[src/rtl/sprite_animation_sequencer_unit_macros.svh]
// Assertion macros shared by the sprite animation sequencer RTL.
`ifndef SPRITE_ANIMATION_SEQUENCER_UNIT_MACROS_SVH
`define SPRITE_ANIMATION_SEQUENCER_UNIT_MACROS_SVH

// Same-cycle implication, checked out of reset.
`define SAS_ASSERT_IMPL(label, ante, cons, msg) \
    label: assert property (@(posedge i_clk) disable iff (!i_rst_n) (ante) |-> (cons)) \
        else $error(msg);

// Next-cycle implication, checked out of reset.
`define SAS_ASSERT_NEXT(label, ante, cons, msg) \
    label: assert property (@(posedge i_clk) disable iff (!i_rst_n) (ante) |=> (cons)) \
        else $error(msg);

`endif

[src/rtl/sas_pkg.sv]
// Types and constants of the sprite animation sequencer.
`timescale 1ns / 1ps
package sas_pkg;

    typedef enum logic [1:0] {
        MODE_TICK   = 2'd0,
        MODE_PLAY   = 2'd1,
        MODE_QUEUE  = 2'd2,
        MODE_DEFINE = 2'd3
    } t_mode;

    localparam logic [1:0] STATUS_OK         = 2'd0;
    localparam logic [1:0] STATUS_QUEUE_FULL = 2'd1;
    localparam logic [1:0] STATUS_UNDEFINED  = 2'd2;

    localparam int CFG_IDX_W = 3;
    localparam logic [CFG_IDX_W-1:0] CFG_FRAME_PERIOD  = 3'd0;
    localparam logic [CFG_IDX_W-1:0] CFG_SHEET_COLUMNS = 3'd1;
    localparam logic [CFG_IDX_W-1:0] CFG_FRAME_WIDTH   = 3'd2;
    localparam logic [CFG_IDX_W-1:0] CFG_FRAME_HEIGHT  = 3'd3;

    localparam int ID_W   = 4;
    localparam int LOOP_W = 16;
    localparam int POS_W  = 22;

    typedef struct packed {
        logic [ID_W-1:0]   id;
        logic [LOOP_W-1:0] loops;
    } t_q_entry;

    typedef struct packed {
        logic [10:0] cols;
        logic [12:0] width;
        logic [12:0] height;
    } t_geom;

    typedef enum logic [3:0] {
        S_IDLE,
        S_LOOK,
        S_QRD,
        S_QSEL,
        S_BRD,
        S_BSEL,
        S_PSTART,
        S_PWAIT,
        S_DONE
    } t_state;

endpackage

[src/rtl/sprite_animation_sequencer_unit.sv]
// Sprite animation sequencer top level: command sequencer, state registers and output register.
`timescale 1ns / 1ps
// Each request (tick, play, queue or define) yields exactly one result holding the
// current frame and its pixel position in the sheet. Requests are taken one at a
// time. A tick that wraps the animation and switches to the head of the play queue
// passes through further states, since that head entry and then its bounds are read
// again from the registered memories. The divider that splits the frame into sheet
// row and column works one quotient bit per cycle. A finished result waits in the
// output register while the next request is accepted. Configuration writes are
// always taken and belong in idle time.
module sprite_animation_sequencer_unit #(
    parameter int NUM_ANIMS   = 16,
    parameter int QUEUE_DEPTH = 8,
    parameter int FRAME_BITS  = 10
) (
    input  logic                              i_clk,
    input  logic                              i_rst_n,
    input  logic                              i_valid,
    output logic                              o_ready,
    input  logic [1:0]                        i_mode,
    input  logic [sas_pkg::ID_W-1:0]          i_anim_id,
    input  logic [sas_pkg::LOOP_W-1:0]        i_loop_count,
    input  logic [9:0]                        i_first_frame,
    input  logic [9:0]                        i_last_frame,
    output logic                              o_valid,
    input  logic                              i_ready,
    output logic [9:0]                        o_frame_index,
    output logic [sas_pkg::POS_W-1:0]         o_source_x,
    output logic [sas_pkg::POS_W-1:0]         o_source_y,
    output logic                              o_frame_advanced,
    output logic [1:0]                        o_status,
    input  logic                              i_cfg_valid,
    output logic                              o_cfg_ready,
    input  logic [sas_pkg::CFG_IDX_W-1:0]     i_cfg_index,
    input  logic [15:0]                       i_cfg_data
);
    import sas_pkg::*;
`include "sprite_animation_sequencer_unit_macros.svh"

    localparam int QW = (QUEUE_DEPTH > 1) ? $clog2(QUEUE_DEPTH) : 1;
    localparam int CW = $clog2(QUEUE_DEPTH + 1);
    localparam int SW = CW + 1;
    localparam logic [SW-1:0] DEPTH_S = SW'(QUEUE_DEPTH);
    localparam logic [CW-1:0] DEPTH_C = CW'(QUEUE_DEPTH);

    // configuration
    logic [15:0] r_period;
    t_geom       r_geom;

    // sequencer and animation state
    t_state              r_state,   n_state;
    t_mode               r_mode,    n_mode;
    logic [ID_W-1:0]     r_id,      n_id;
    logic [LOOP_W-1:0]   r_loops,   n_loops;
    logic [9:0]          r_first,   n_first;
    logic [9:0]          r_last,    n_last;
    logic [QW-1:0]       r_head,    n_head;
    logic [CW-1:0]       r_count,   n_count;
    logic [ID_W-1:0]     r_cur,     n_cur;
    logic [FRAME_BITS-1:0] r_frame, n_frame;
    logic [15:0]         r_elapsed, n_elapsed;
    logic                r_adv,     n_adv;
    logic [1:0]          r_status,  n_status;

    // output register
    logic                r_ovalid,  n_ovalid;
    logic [9:0]          r_oframe,  n_oframe;
    logic [POS_W-1:0]    r_ox,      n_ox;
    logic [POS_W-1:0]    r_oy,      n_oy;
    logic                r_oadv,    n_oadv;
    logic [1:0]          r_ostat,   n_ostat;

    // memory and unit connections
    logic [ID_W-1:0]       a_rd_id;
    logic                  a_we;
    logic [FRAME_BITS-1:0] a_first;
    logic [FRAME_BITS-1:0] a_last;
    logic                  a_def;
    logic                  q_we;
    logic [QW-1:0]         q_waddr;
    t_q_entry              q_wdata;
    t_q_entry              q_rd;
    logic                  pos_start;
    logic                  pos_done;
    logic [POS_W-1:0]      pos_x;
    logic [POS_W-1:0]      pos_y;

    logic [SW-1:0]         tail_sum;
    logic [QW-1:0]         tail_slot;
    logic [SW-1:0]         head_sum;
    logic [QW-1:0]         head_inc;
    logic [15:0]           el_inc;
    logic [FRAME_BITS:0]   frame_next;
    logic                  pop;

    assign tail_sum   = SW'(r_head) + SW'(r_count);
    assign tail_slot  = QW'((tail_sum >= DEPTH_S) ? (tail_sum - DEPTH_S) : tail_sum);
    assign head_sum   = SW'(r_head) + SW'(1);
    assign head_inc   = (head_sum == DEPTH_S) ? '0 : QW'(head_sum);
    assign el_inc     = (r_elapsed == 16'hFFFF) ? r_elapsed : r_elapsed + 16'd1;
    assign frame_next = {1'b0, r_frame} + (FRAME_BITS + 1)'(1);
    assign pop        = q_rd.loops == LOOP_W'(1);

    // Look up the play target on accept, the current animation otherwise.
    assign a_rd_id = (r_state == S_IDLE && t_mode'(i_mode) == MODE_PLAY) ? i_anim_id : r_cur;

    sas_anim_tbl #(
        .NUM_ANIMS  (NUM_ANIMS),
        .FRAME_BITS (FRAME_BITS)
    ) u_anim_tbl (
        .i_clk      (i_clk),
        .i_rst_n    (i_rst_n),
        .i_rd_id    (a_rd_id),
        .i_wr_en    (a_we),
        .i_wr_id    (r_id),
        .i_wr_first (FRAME_BITS'(r_first)),
        .i_wr_last  (FRAME_BITS'(r_last)),
        .o_first    (a_first),
        .o_last     (a_last),
        .o_defined  (a_def)
    );

    sas_queue_ram #(
        .QUEUE_DEPTH (QUEUE_DEPTH)
    ) u_queue_ram (
        .i_clk   (i_clk),
        .i_we    (q_we),
        .i_waddr (q_waddr),
        .i_wdata (q_wdata),
        .i_raddr (r_head),
        .o_rdata (q_rd)
    );

    sas_pos_unit #(
        .FRAME_BITS (FRAME_BITS)
    ) u_pos_unit (
        .i_clk   (i_clk),
        .i_rst_n (i_rst_n),
        .i_start (pos_start),
        .i_frame (r_frame),
        .i_geom  (r_geom),
        .o_done  (pos_done),
        .o_x     (pos_x),
        .o_y     (pos_y)
    );

    always_ff @(posedge i_clk) begin
        if (!i_rst_n) begin
            r_period <= 16'd100;
            r_geom   <= '{cols: 11'd1, width: 13'd16, height: 13'd16};
        end else if (i_cfg_valid) begin
            unique case (i_cfg_index)
                CFG_FRAME_PERIOD:  r_period      <= i_cfg_data;
                CFG_SHEET_COLUMNS: r_geom.cols   <= i_cfg_data[10:0];
                CFG_FRAME_WIDTH:   r_geom.width  <= i_cfg_data[12:0];
                CFG_FRAME_HEIGHT:  r_geom.height <= i_cfg_data[12:0];
                default: ;
            endcase
        end
    end

    always_ff @(posedge i_clk) begin
        if (!i_rst_n) begin
            r_state   <= S_IDLE;
            r_head    <= '0;
            r_count   <= '0;
            r_cur     <= '0;
            r_frame   <= '0;
            r_elapsed <= '0;
            r_ovalid  <= 1'b0;
        end else begin
            r_state   <= n_state;
            r_head    <= n_head;
            r_count   <= n_count;
            r_cur     <= n_cur;
            r_frame   <= n_frame;
            r_elapsed <= n_elapsed;
            r_ovalid  <= n_ovalid;
        end
    end

    always_ff @(posedge i_clk) begin
        r_mode   <= n_mode;
        r_id     <= n_id;
        r_loops  <= n_loops;
        r_first  <= n_first;
        r_last   <= n_last;
        r_adv    <= n_adv;
        r_status <= n_status;
        r_oframe <= n_oframe;
        r_ox     <= n_ox;
        r_oy     <= n_oy;
        r_oadv   <= n_oadv;
        r_ostat  <= n_ostat;
    end

    always_comb begin
        n_state   = r_state;
        n_mode    = r_mode;
        n_id      = r_id;
        n_loops   = r_loops;
        n_first   = r_first;
        n_last    = r_last;
        n_head    = r_head;
        n_count   = r_count;
        n_cur     = r_cur;
        n_frame   = r_frame;
        n_elapsed = r_elapsed;
        n_adv     = r_adv;
        n_status  = r_status;
        n_ovalid  = r_ovalid;
        n_oframe  = r_oframe;
        n_ox      = r_ox;
        n_oy      = r_oy;
        n_oadv    = r_oadv;
        n_ostat   = r_ostat;
        a_we      = 1'b0;
        q_we      = 1'b0;
        q_waddr   = tail_slot;
        q_wdata   = '{id: r_id, loops: r_loops};
        pos_start = 1'b0;

        if (r_ovalid && i_ready) begin
            n_ovalid = 1'b0;
        end

        unique case (r_state)
            S_IDLE: begin
                if (i_valid) begin
                    n_mode  = t_mode'(i_mode);
                    n_id    = i_anim_id;
                    n_loops = i_loop_count;
                    n_first = i_first_frame;
                    n_last  = i_last_frame;
                    n_state = S_LOOK;
                end
            end
            S_LOOK: begin
                n_adv    = 1'b0;
                n_status = STATUS_OK;
                n_state  = S_PSTART;
                unique case (r_mode)
                    MODE_TICK: begin
                        if (el_inc >= r_period) begin
                            n_elapsed = '0;
                            n_adv     = 1'b1;
                            if (frame_next <= {1'b0, a_last}) begin
                                n_frame = frame_next[FRAME_BITS-1:0];
                            end else if (r_count == '0) begin
                                n_frame = a_first;
                            end else begin
                                // use up one loop of the head; zero loops is endless
                                if (q_rd.loops != '0) begin
                                    q_we    = 1'b1;
                                    q_waddr = r_head;
                                    q_wdata = '{id: q_rd.id, loops: q_rd.loops - LOOP_W'(1)};
                                    if (pop) begin
                                        n_head  = head_inc;
                                        n_count = r_count - CW'(1);
                                    end
                                end
                                if (q_rd.loops != '0 && pop && r_count == CW'(1)) begin
                                    n_frame = a_first;
                                end else begin
                                    n_state = S_QRD;
                                end
                            end
                        end else begin
                            n_elapsed = el_inc;
                        end
                    end
                    MODE_PLAY: begin
                        if (a_def) begin
                            n_head    = '0;
                            n_count   = CW'(1);
                            q_we      = 1'b1;
                            q_waddr   = '0;
                            n_cur     = r_id;
                            n_frame   = a_first;
                            n_elapsed = '0;
                            n_adv     = 1'b1;
                        end else begin
                            n_status = STATUS_UNDEFINED;
                        end
                    end
                    MODE_QUEUE: begin
                        if (r_count >= DEPTH_C) begin
                            n_status = STATUS_QUEUE_FULL;
                        end else begin
                            q_we    = 1'b1;
                            n_count = r_count + CW'(1);
                        end
                    end
                    MODE_DEFINE: begin
                        a_we = 1'b1;
                    end
                    default: ;
                endcase
            end
            S_QRD: begin
                n_state = S_QSEL;
            end
            S_QSEL: begin
                n_cur   = q_rd.id;
                n_state = S_BRD;
            end
            S_BRD: begin
                n_state = S_BSEL;
            end
            S_BSEL: begin
                n_frame = a_first;
                n_state = S_PSTART;
            end
            S_PSTART: begin
                pos_start = 1'b1;
                n_state   = S_PWAIT;
            end
            S_PWAIT: begin
                if (pos_done) begin
                    n_state = S_DONE;
                end
            end
            S_DONE: begin
                // hold the result until the output register is free
                if (!r_ovalid || i_ready) begin
                    n_ovalid = 1'b1;
                    n_oframe = 10'(r_frame);
                    n_ox     = pos_x;
                    n_oy     = pos_y;
                    n_oadv   = r_adv;
                    n_ostat  = r_status;
                    n_state  = S_IDLE;
                end
            end
            default: begin
                n_state = S_IDLE;
            end
        endcase
    end

    assign o_ready          = r_state == S_IDLE;
    assign o_valid          = r_ovalid;
    assign o_frame_index    = r_oframe;
    assign o_source_x       = r_ox;
    assign o_source_y       = r_oy;
    assign o_frame_advanced = r_oadv;
    assign o_status         = r_ostat;
    assign o_cfg_ready      = 1'b1;

    `SAS_ASSERT_IMPL(a_count_bound, 1'b1, r_count <= DEPTH_C, "queue count beyond depth")
    `SAS_ASSERT_NEXT(a_accept_look, i_valid && o_ready, r_state == S_LOOK, "request not looked up")
    `SAS_ASSERT_IMPL(a_out_from_done, $rose(o_valid), $past(r_state == S_DONE), "stray result")
    `SAS_ASSERT_NEXT(a_start_wait, pos_start, r_state == S_PWAIT && !pos_done, "position unit race")

endmodule

[src/rtl/sas_anim_tbl.sv]
// Animation bounds memory with per-entry defined bits.
`timescale 1ns / 1ps
module sas_anim_tbl #(
    parameter int NUM_ANIMS  = 16,
    parameter int FRAME_BITS = 10
) (
    input  logic                          i_clk,
    input  logic                          i_rst_n,
    input  logic [sas_pkg::ID_W-1:0]      i_rd_id,
    input  logic                          i_wr_en,
    input  logic [sas_pkg::ID_W-1:0]      i_wr_id,
    input  logic [FRAME_BITS-1:0]         i_wr_first,
    input  logic [FRAME_BITS-1:0]         i_wr_last,
    output logic [FRAME_BITS-1:0]         o_first,
    output logic [FRAME_BITS-1:0]         o_last,
    output logic                          o_defined
);
    import sas_pkg::*;

    localparam int AW = (NUM_ANIMS > 1) ? $clog2(NUM_ANIMS) : 1;
    localparam logic [8:0] NUM_LIM = 9'(NUM_ANIMS);

    logic [2*FRAME_BITS-1:0] mem [NUM_ANIMS];
    logic [2*FRAME_BITS-1:0] r_rdata;
    logic [NUM_ANIMS-1:0]    r_defined;
    logic                    r_ok;

    logic [AW+ID_W-1:0] rd_wide;
    logic [AW+ID_W-1:0] wr_wide;
    logic [AW-1:0]      rd_addr;
    logic [AW-1:0]      wr_addr;
    logic               rd_in;
    logic               wr_in;

    assign rd_wide = {{AW{1'b0}}, i_rd_id};
    assign wr_wide = {{AW{1'b0}}, i_wr_id};
    assign rd_addr = rd_wide[AW-1:0];
    assign wr_addr = wr_wide[AW-1:0];
    assign rd_in   = {5'b0, i_rd_id} < NUM_LIM;
    assign wr_in   = {5'b0, i_wr_id} < NUM_LIM;

    always_ff @(posedge i_clk) begin
        if (i_wr_en && wr_in) begin
            mem[wr_addr] <= {i_wr_first, i_wr_last};
        end
        r_rdata <= mem[rd_addr];
    end

    always_ff @(posedge i_clk) begin
        if (!i_rst_n) begin
            r_defined <= '0;
            r_ok      <= 1'b0;
        end else begin
            if (i_wr_en && wr_in) begin
                r_defined[wr_addr] <= 1'b1;
            end
            r_ok <= rd_in && r_defined[rd_addr];
        end
    end

    // An entry never defined reads as zero bounds.
    assign o_first   = r_ok ? r_rdata[2*FRAME_BITS-1:FRAME_BITS] : '0;
    assign o_last    = r_ok ? r_rdata[FRAME_BITS-1:0] : '0;
    assign o_defined = r_ok;

endmodule

[src/rtl/sas_queue_ram.sv]
// Play queue storage: one write port, one registered read port.
`timescale 1ns / 1ps
module sas_queue_ram #(
    parameter int QUEUE_DEPTH = 8
) (
    input  logic                  i_clk,
    input  logic                  i_we,
    input  logic [((QUEUE_DEPTH > 1) ? $clog2(QUEUE_DEPTH) : 1)-1:0] i_waddr,
    input  sas_pkg::t_q_entry     i_wdata,
    input  logic [((QUEUE_DEPTH > 1) ? $clog2(QUEUE_DEPTH) : 1)-1:0] i_raddr,
    output sas_pkg::t_q_entry     o_rdata
);
    import sas_pkg::*;

    t_q_entry mem [QUEUE_DEPTH];

    always_ff @(posedge i_clk) begin
        if (i_we) begin
            mem[i_waddr] <= i_wdata;
        end
        o_rdata <= mem[i_raddr];
    end

endmodule

[src/rtl/sas_pos_unit.sv]
// Sheet position: serial divide of the frame by the columns, then two multiplies.
`timescale 1ns / 1ps
module sas_pos_unit #(
    parameter int FRAME_BITS = 10
) (
    input  logic                          i_clk,
    input  logic                          i_rst_n,
    input  logic                          i_start,
    input  logic [FRAME_BITS-1:0]         i_frame,
    input  sas_pkg::t_geom                i_geom,
    output logic                          o_done,
    output logic [sas_pkg::POS_W-1:0]     o_x,
    output logic [sas_pkg::POS_W-1:0]     o_y
);
    import sas_pkg::*;

    localparam int CNT_W = $clog2(FRAME_BITS + 1);

    logic [CNT_W-1:0]      r_cnt;
    logic                  r_mul;
    logic                  r_done;
    logic [FRAME_BITS-1:0] r_quo;
    logic [10:0]           r_rem;
    logic [POS_W-1:0]      r_x;
    logic [POS_W-1:0]      r_y;

    logic [10:0]              cols;
    logic [11:0]              rem_sh;
    logic                     fits;
    logic [23:0]              prod_x;
    logic [FRAME_BITS+12:0]   prod_y;

    assign cols   = (i_geom.cols == 11'd0) ? 11'd1 : i_geom.cols;
    assign rem_sh = {r_rem, r_quo[FRAME_BITS-1]};
    assign fits   = rem_sh >= {1'b0, cols};
    assign prod_x = 24'(r_rem) * 24'(i_geom.width);
    assign prod_y = (FRAME_BITS + 13)'(r_quo) * (FRAME_BITS + 13)'(i_geom.height);

    always_ff @(posedge i_clk) begin
        if (!i_rst_n) begin
            r_cnt  <= '0;
            r_mul  <= 1'b0;
            r_done <= 1'b0;
        end else if (i_start) begin
            r_cnt  <= CNT_W'(FRAME_BITS);
            r_mul  <= 1'b0;
            r_done <= 1'b0;
        end else if (r_cnt != '0) begin
            r_cnt <= r_cnt - CNT_W'(1);
            if (r_cnt == CNT_W'(1)) begin
                r_mul <= 1'b1;
            end
        end else if (r_mul) begin
            r_mul  <= 1'b0;
            r_done <= 1'b1;
        end else begin
            r_done <= 1'b0;
        end
    end

    // Restoring divide: one quotient bit per cycle, MSB first.
    always_ff @(posedge i_clk) begin
        if (i_start) begin
            r_quo <= i_frame;
            r_rem <= '0;
        end else if (r_cnt != '0) begin
            r_quo <= {r_quo[FRAME_BITS-2:0], fits};
            r_rem <= fits ? 11'(rem_sh - {1'b0, cols}) : rem_sh[10:0];
        end
        if (r_cnt == '0 && r_mul) begin
            r_x <= prod_x[POS_W-1:0];
            r_y <= POS_W'(prod_y);
        end
    end

    assign o_done = r_done;
    assign o_x    = r_x;
    assign o_y    = r_y;

endmodule

[config.mk]
export PLATFORM = sky130hd
export DESIGN_NAME = sprite_animation_sequencer_unit
export DESIGN_NICKNAME = d
export VERILOG_FILES = /design/src/rtl/sas_pkg.sv /design/src/rtl/sprite_animation_sequencer_unit.sv /design/src/rtl/sas_anim_tbl.sv /design/src/rtl/sas_queue_ram.sv /design/src/rtl/sas_pos_unit.sv
export VERILOG_INCLUDE_DIRS = /design/src /design/src/rtl
export SDC_FILE = /design/constraint.sdc
export NUM_CORES = 2
export LEC_CHECK = 0
export ABC_CLOCK_PERIOD_IN_PS = 13390
export BUFFER_PORTS_ARGS = -buffer_cell sky130_fd_sc_hd__buf_2
export CAP_MARGIN = 20
export CORE_ASPECT_RATIO = 0.8
export CORE_UTILIZATION = 45
export DETAILED_ROUTE_END_ITERATION = 10
export REMOVE_ABC_BUFFERS = 1
export SLEW_MARGIN = 20
export SYNTH_ARGS = -nofsm -noshare
export SYNTH_HDL_FRONTEND = slang
export SYNTH_SLANG_ARGS = --single-unit
[constraint.sdc]
create_clock -name i_clk -period 13.39 [get_ports i_clk]
set_clock_uncertainty 0.05 [all_clocks]
set_input_delay 1.339 -clock i_clk [delete_from_list [all_inputs] [get_ports i_clk]]
set_output_delay 1.339 -clock i_clk [all_outputs]
set_load 0.1 [all_outputs]
Word-level counts from Yosys, hierarchy flattened
Memories as Yosys holds them, arrays and structs flattened. A register that Yosys moved wholly into a read port is not among the register bits.
Cells that the tools add are included.
- register bits: 285
- RAM bits: 480
- input bits: 66
- word-level logic and storage cells: 219
- memories kept: 2
- add/sub/neg operators: 10
- multiply operators: 2
- $lt $le $gt $ge: 8
- equal/unequal tests: 36
- muxes and demuxes: 90
- bitwise gates (word level): 3
- reduce and logical (&&, ||, !) cells: 35
- memories (name ; depth ; width ; read ports ; clocked after Yosys merged registers in ; wr ports ; RTL line ; source):
    u_anim_tbl.mem ; 16 ; 20 ; 1 ; 1 ; 1 ; sas_anim_tbl.sv:23 ; logic [2*FRAME_BITS-1:0] mem [NUM_ANIMS];
    u_queue_ram.mem ; 8 ; 20 ; 1 ; 1 ; 1 ; sas_queue_ram.sv:15 ; t_q_entry mem [QUEUE_DEPTH];
- operators by type and width (cell ; count):
    20-bit 2-to-1 mux ; 6
    10-bit 2-to-1 mux ; 9
    4-bit 2-to-1 mux ; 15
    3-bit 2-to-1 mux ; 19
    16-bit 2-to-1 mux ; 3
    10-bit case mux with 2 select lines ; 2
    4-bit case mux with 9 select lines ; 1
    16-bit case mux with 2 select lines ; 1
    10-bit by 13-bit multiplier with 22-bit output ; 1
    11-bit by 13-bit multiplier with 22-bit output ; 1
    1-bit 2-to-1 mux ; 22
    11-bit 2-to-1 mux ; 2
    16-bit by 1-bit adder with 16-bit output, second input constant ; 1
    16-bit by 1-bit equality test with 1-bit output, second input constant ; 1
    16-bit equality test, second input constant ; 1
    4-bit by 3-bit equality test with 1-bit output, second input constant ; 4
    16-bit greater-or-equal comparator ; 1
    2-bit != test, second input constant ; 8
    16-bit OR ; 1
    16-bit nonzero test ; 1
    16-bit by 1-bit subtractor with 16-bit output, second input constant ; 1
    4-bit by 1-bit equality test with 1-bit output, second input constant ; 3
    12-bit by 11-bit greater-or-equal comparator with 1-bit output ; 1
    4-bit logical NOT ; 3
    other kinds (49) ; 76

Logic depth before layout (Yosys ltp)
- depth after elaboration: 9
- gate-level depth with buffers: 21
- gate-level depth less buffers: 20

Hierarchy
A second synthesis with hierarchy kept.
- cell total of the unflattened synthesis: 3047
- area total of the unflattened synthesis: 40705.3 um^2
- by module, submodules not included (module ; instances ; cells an instance ; area each (um^2) ; seq. area each (um^2)):
    sas_anim_tbl ; 1 ; 608 ; 13208.9 ; 10349.9
    sas_pos_unit ; 1 ; 1270 ; 11685.0 ; 1961.9
    sprite_animation_sequencer_unit ; 1 ; 905 ; 9198.8 ; 4964.8
    sas_queue_ram ; 1 ; 264 ; 6612.6 ; 5205.0

Worst setup path before layout
No wires, ideal clock.
- path type: register to register
- from: reg r_elapsed[6]
- to: mem u_queue_ram.mem[4][0] (netlist name) (enable)
- setup time: 0.448 ns
- arrival: 5.991 ns
- data required time: 12.892 ns
- setup slack: 6.901 ns
- cell stages (with the launch flop): 19
- buffers on the path: 3
- cells stage by stage: dfxtp_1 > and4_1 > nand3_1 > or4_1 > clkbuf_1 > and2_1 > clkbuf_1 > nand3_1 > xnor2_1 > ha_1 > a21o_1 > a21o_1 > a221o_1 > a221o_1 > a21o_1 > buf_2 > a41oi_2 > o221ai_1 > nor4_1
- word-level cells in the longest chain between the ends: 8
- elaborated cells on any way between the ends: 12
- classes of those cells: add/sub: 1; order compare: 1; eq/ne: 1; mux: 9
- RTL lines (what ; RTL line ; source):
    start, declared ; sprite_animation_sequencer_unit.sv:61 ; logic [15:0] r_elapsed, n_elapsed;
    start signal, assigned ; sprite_animation_sequencer_unit.sv:177 ; r_elapsed <= n_elapsed;
    16-bit by 1-bit adder with 16-bit output or 16-bit equality test (tied branches) ; sprite_animation_sequencer_unit.sv:100 ; assign el_inc = (r_elapsed == 16'hFFFF) ? r_elapsed : r_elapsed + 16'd1;
    16-bit 2-to-1 mux (*) ; sprite_animation_sequencer_unit.sv:100 ;
    16-bit greater-or-equal comparator (*) ; sprite_animation_sequencer_unit.sv:244 ; if (el_inc >= r_period) begin
    1-bit 2-to-1 mux ; sprite_animation_sequencer_unit.sv:244 ;
    1-bit case mux with 3 select lines ; sprite_animation_sequencer_unit.sv:242 ; unique case (r_mode)
    1-bit 2-to-1 mux ; sprite_animation_sequencer_unit.sv:227 ; unique case (r_state)
    1-bit 2-to-1 mux ; sas_queue_ram.sv:18 ; if (i_we) begin
    1-bit 2-to-1 mux (implied by the code) ; sas_queue_ram.sv:19 ; mem[i_waddr] <= i_wdata;
    end, declared ; sas_queue_ram.sv:15 ;
Mark *: on every way between the ends. The rest lies on a longest branch, timed or not.

Final worst setup path
- from: reg u_pos_unit.r_quo[1]
- to: reg u_pos_unit.r_y[20] (netlist: u_pos_unit.o_y[20]) (data pin)
- word-level cells in the longest chain between the ends: 1
- RTL lines (what ; RTL line ; source):
    start, declared ; sas_pos_unit.sv:22 ; logic [FRAME_BITS-1:0] r_quo;
    start signal, assigned ; sas_pos_unit.sv:64 ; r_quo <= i_frame;
    start signal, assigned ; sas_pos_unit.sv:67 ; r_quo <= {r_quo[FRAME_BITS-2:0], fits};
    10-bit by 13-bit multiplier with 22-bit output ; sas_pos_unit.sv:37 ; assign prod_y = (FRAME_BITS + 13)'(r_quo) * (FRAME_BITS + 13)'(i_geom.height);
    via u_pos_unit.prod_y[20] ; sas_pos_unit.sv:31 ; logic [FRAME_BITS+12:0] prod_y;
    end signal, assigned ; sas_pos_unit.sv:72 ; r_y <= POS_W'(prod_y);
    end, declared ; sas_pos_unit.sv:25 ; logic [POS_W-1:0] r_y;
The timed path passes the listed nets, and every way through them passes these cells.
A chain may end at the register's enable or synchronous reset.

==> summary.md <==
| Metric | Value |
|---|---|
| Status | `finished, final reports clean` |
| Simple-gate share of the synthesized area | `10.58%` |
| DR DRC count | `0` |
| Post-CTS Setup Inserts | `0` |
| Busiest grt layer | `met2` |
| Synth Instances | `3063` |
| Post-DP HPWL | `57560 um` |
| Largest cells by area after synthesis | `edfxtp_1, fa_1, dfxtp_1` |
| Gr ovfl total | `0` |
| Clock sinks | `805` |
| Via Count | `roughly 24000` |
| Antenna cells | `0` |
| Critical Path Source | `u_pos_unit.r_quo[1]` |
| Reg2reg end | `u_pos_unit.o_y[20]` |
| First DRT Iteration DRCs | `~1800` |
| GRT Util Overall | `between 20% and 30%` |
| CTS Hold Bufs | `0` |
| RR Startpoint | `u_pos_unit.r_quo[1]` |
| Area share of fa/ha/maj cells after synthesis | `between 10 and 15%` |
| Clk slew on worst S/H paths | `60 ps` |
| Routed len/inst | `20.48 um` |
| Peak supply drop | `0.1055 mV` |
| GR Layer Usage met1 | `between 20 and 30%` |
| Worst Setup Slack, final | `7224 ps` |
| Pwr per Cell Area | `135.8 nW/um^2` |
| CP required | `between 10000 and 15000 ps` |
| DR vias/cell | `5.468` |
| Total power | `6.124 mW` |
| Die height | `270.0 um` |
| Achievable clock frequency | `roughly 160 MHz` |
| Async set-or-reset flop fraction in the synthesized netlist | `0%` |
| Syn avg cell area | `approximately 13 um^2` |
| Post-Synth XOR/XNOR Area | `1.713%` |
| Drt total wl | `90330 um` |
| CP endpoint kind | `register` |
| Largest family of logic cells by synthesized area | `adder cells` |
| Fin. max-slew vios | `0` |
| RSZ-0062 raised after global routing | `no` |
| Netlist cell types | `85` |
| # resized after CTS | `0` |
| Routing usage on met3 | `under 10%` |
| CORE AREA | `88230 um^2` |
| Post-synthesis compound-gate area fraction | `5.852%` |
| Routability cong. | `0.8510` |
| Mux cell area share after synthesis | `8.040%` |
| Hold Vio Cnt, Final | `0` |
| P&R area growth vs syn | `11.65%` |
| Critical Path End | `u_pos_unit.o_y[20]` |
| Initial antenna violation count | `5` |
| Leakage | `between 15 and 20 nW` |
| Final-stage net count | `3562` |
| Finished Cell Area | `45090 um^2` |
| CTS Buf Count | `83` |
| Most frequent cell after synthesis | `edfxtp_1` |
| Final setup vio count | `0` |
| Fin Setup TNS | `0 ps` |
| Starting Density | `between 40% and 50%` |
| Primary FF master, synth | `edfxtp_1` |
| Relative slew slack | `approximately 26%` |
| Ratio of final minimum period to clock period | `46.05%` |
| Layout Utilization | `roughly half` |
| Largest net degree at the start of global routing | `just over 60` |
| DP Area | `about 42000 um^2` |
| Max_cap viols | `0` |
| Kind of critical path | `reg -> reg` |
| DRT antenna net count | `0` |
| Clk buf depth | `3` |
| Vias in the first global route | `around 24000` |
| Num ports | `approximately 130` |
| Critical-path maximum fanout | `14` |
| Synthesized cell area | `~40000 um^2` |
| Worst Tran Pin Value | `1115 ps` |
| Filler cells | `7464` |
| Yosys Warn Count | `0` |
| Row cnt | `97` |
| Area leader, netlist | `edfxtp_1` |
| Worst slack, placed | `7226 ps` |
| Crit start category | `register` |
| Global-route wire length before repair | `140700 um` |
| TritonCTS clock tree | `done` |
| R2R Setup Slk | `around 7200 ps` |
| Register bit total from synthesis | `805` |
| Yosys top cell area share | `47.29%` |
| Min-delay src | `u_pos_unit.o_y[0]` |
| Later-pin clock latency in the skew report | `roughly 650 ps` |
| Commonest cells in the netlist | `edfxtp_1, nand2_1, inv_1` |
| CTS H-tree lvls | `3` |
| Port buffer count | `124` |
| Number of synthesized flops with an enable pin | `636` |
| Share of cells above drive strength 1 | `about 15%` |
| Critical Path AT | `6530 ps` |
| Die X | `336.9 um` |
| Worst hold path class | `reg -> reg` |
| Clock root cell | `clkbuf_16` |
| First-pass detailed-route iteration total | `5` |
| Die area | `a little over 90000 um^2` |
| Final min period | `6166 ps` |
| R2r worst-path depth | `19` |
| Seq/Total Area, Yosys | `55.67%` |
| Met2 Use GR | `about a third` |
## kinds of logic (layout without fill, tap and decap cells)
logic type,count (synthesis),count (layout)
DFF,805,805
xor gates and xnor gates,79,79
other,1,1
and+or+nand+nor,893,893
buffers and inverters,419,578
muxes,166,166
adders and majority gates,343,343
AOI/OAI and AO/OA,357,357
## how the worst min path moves through the flow
stage / slack, ps / depth (start not counted) / to
after detailed placement: 350 / 0 / o_source_x[3]
after floorplan: 350 / 0 / o_frame_advanced
after CTS: 370 / 0 / o_source_x[3]
final: 370 / 0 / o_source_y[0]
after global placement: 350 / 0 / o_source_y[2]
after global routing: 370 / 0 / o_source_x[10]
## flip-flops by register name, summed over array words and instances, names as in the netlist, 4 cells and up
signal	cells
r_geom	37
u_queue_ram.o_rdata	20
u_queue_ram.mem	160
r_loops	16
u_pos_unit.o_y	22
r_state	4
o_source_x	22
r_period	16
u_pos_unit.r_cnt	4
r_elapsed	16
r_id	4
u_pos_unit.o_x	22
u_pos_unit.r_quo	10
r_first	10
o_source_y	22
r_frame	10
u_pos_unit.r_rem	11
o_frame_index	10
r_last	10
r_count	4
r_cur	4
u_anim_tbl.r_defined	16
u_anim_tbl.r_rdata	20
u_anim_tbl.mem	320
## cells in the final DEF, fill, tap and decap left out, types with 29 or more instances in the layout
master	netlist	layout
dfxtp_1	169	166
mux4_2	124	124
nand2_1	395	395
ha_1	159	159
inv_1	268	267
a31oi_1	29	29
edfxtp_1	636	636
clkbuf_16	0	84
nor2_1	126	114
a21oi_1	120	120
nand3_1	41	41
fa_1	184	184
o21ai_0	59	59
buf_2	16	124
xnor2_1	59	59
nor3_1	35	30
and2_1	170	169
## metrics by stage
step,instances,hold WS [ps]
finish,4410,365.7
global route,4410,371.1
CTS,4408,367.2
detailed placement,4254,354.5
global placement,4254,351.0
floorplan,2914,350.3
## routing by layer
| layer | vias to the layer above | wire (um) | part of all wire [%] |
|---|---|---|---|
| met5 | - | 23 | 0.025 |
| met4 | 4 | 2017 | 2.2 |
| met3 | 136 | 5489 | 6.1 |
| met2 | 638 | 42430 | 47 |
| met1 | 12240 | 40370 | 45 |
| li1 | 11090 | - | - |
## layout make-up
type	instances	area, um^2	share of cell area, %
clock buffers	115	2318	5.142
well taps	1188	1486	3.297
multi-input cells	1839	16480	36.56
repair buffers	154	860.8	1.909
clock inverters	39	436.7	0.9684
inverters	270	1017	2.256
flip-flops and latches	805	22490	49.87
## worst max-delay path: stages (launching register included)
cell and delay, ps:
edfxtp_1 620, nand2_1 150, fa_1 560, inv_1 60
fa_1 500, inv_1 60, fa_1 530, inv_1 50
fa_1 480, inv_1 50, fa_1 470, inv_1 40
ha_1 200, a2111oi_0 560, nor3_1 150, a2111oi_1 600
nor3b_1 160, or3_1 380, a21oi_1 180, xnor2_1 80
## report_power, final
part           switching, mW  internal [mW]
combinational          0.503          0.357
clock                  0.986           1.32
sequential             0.163           2.79
total                   1.65           4.47
No activity file was read; power rests on OpenSTA's default activity.
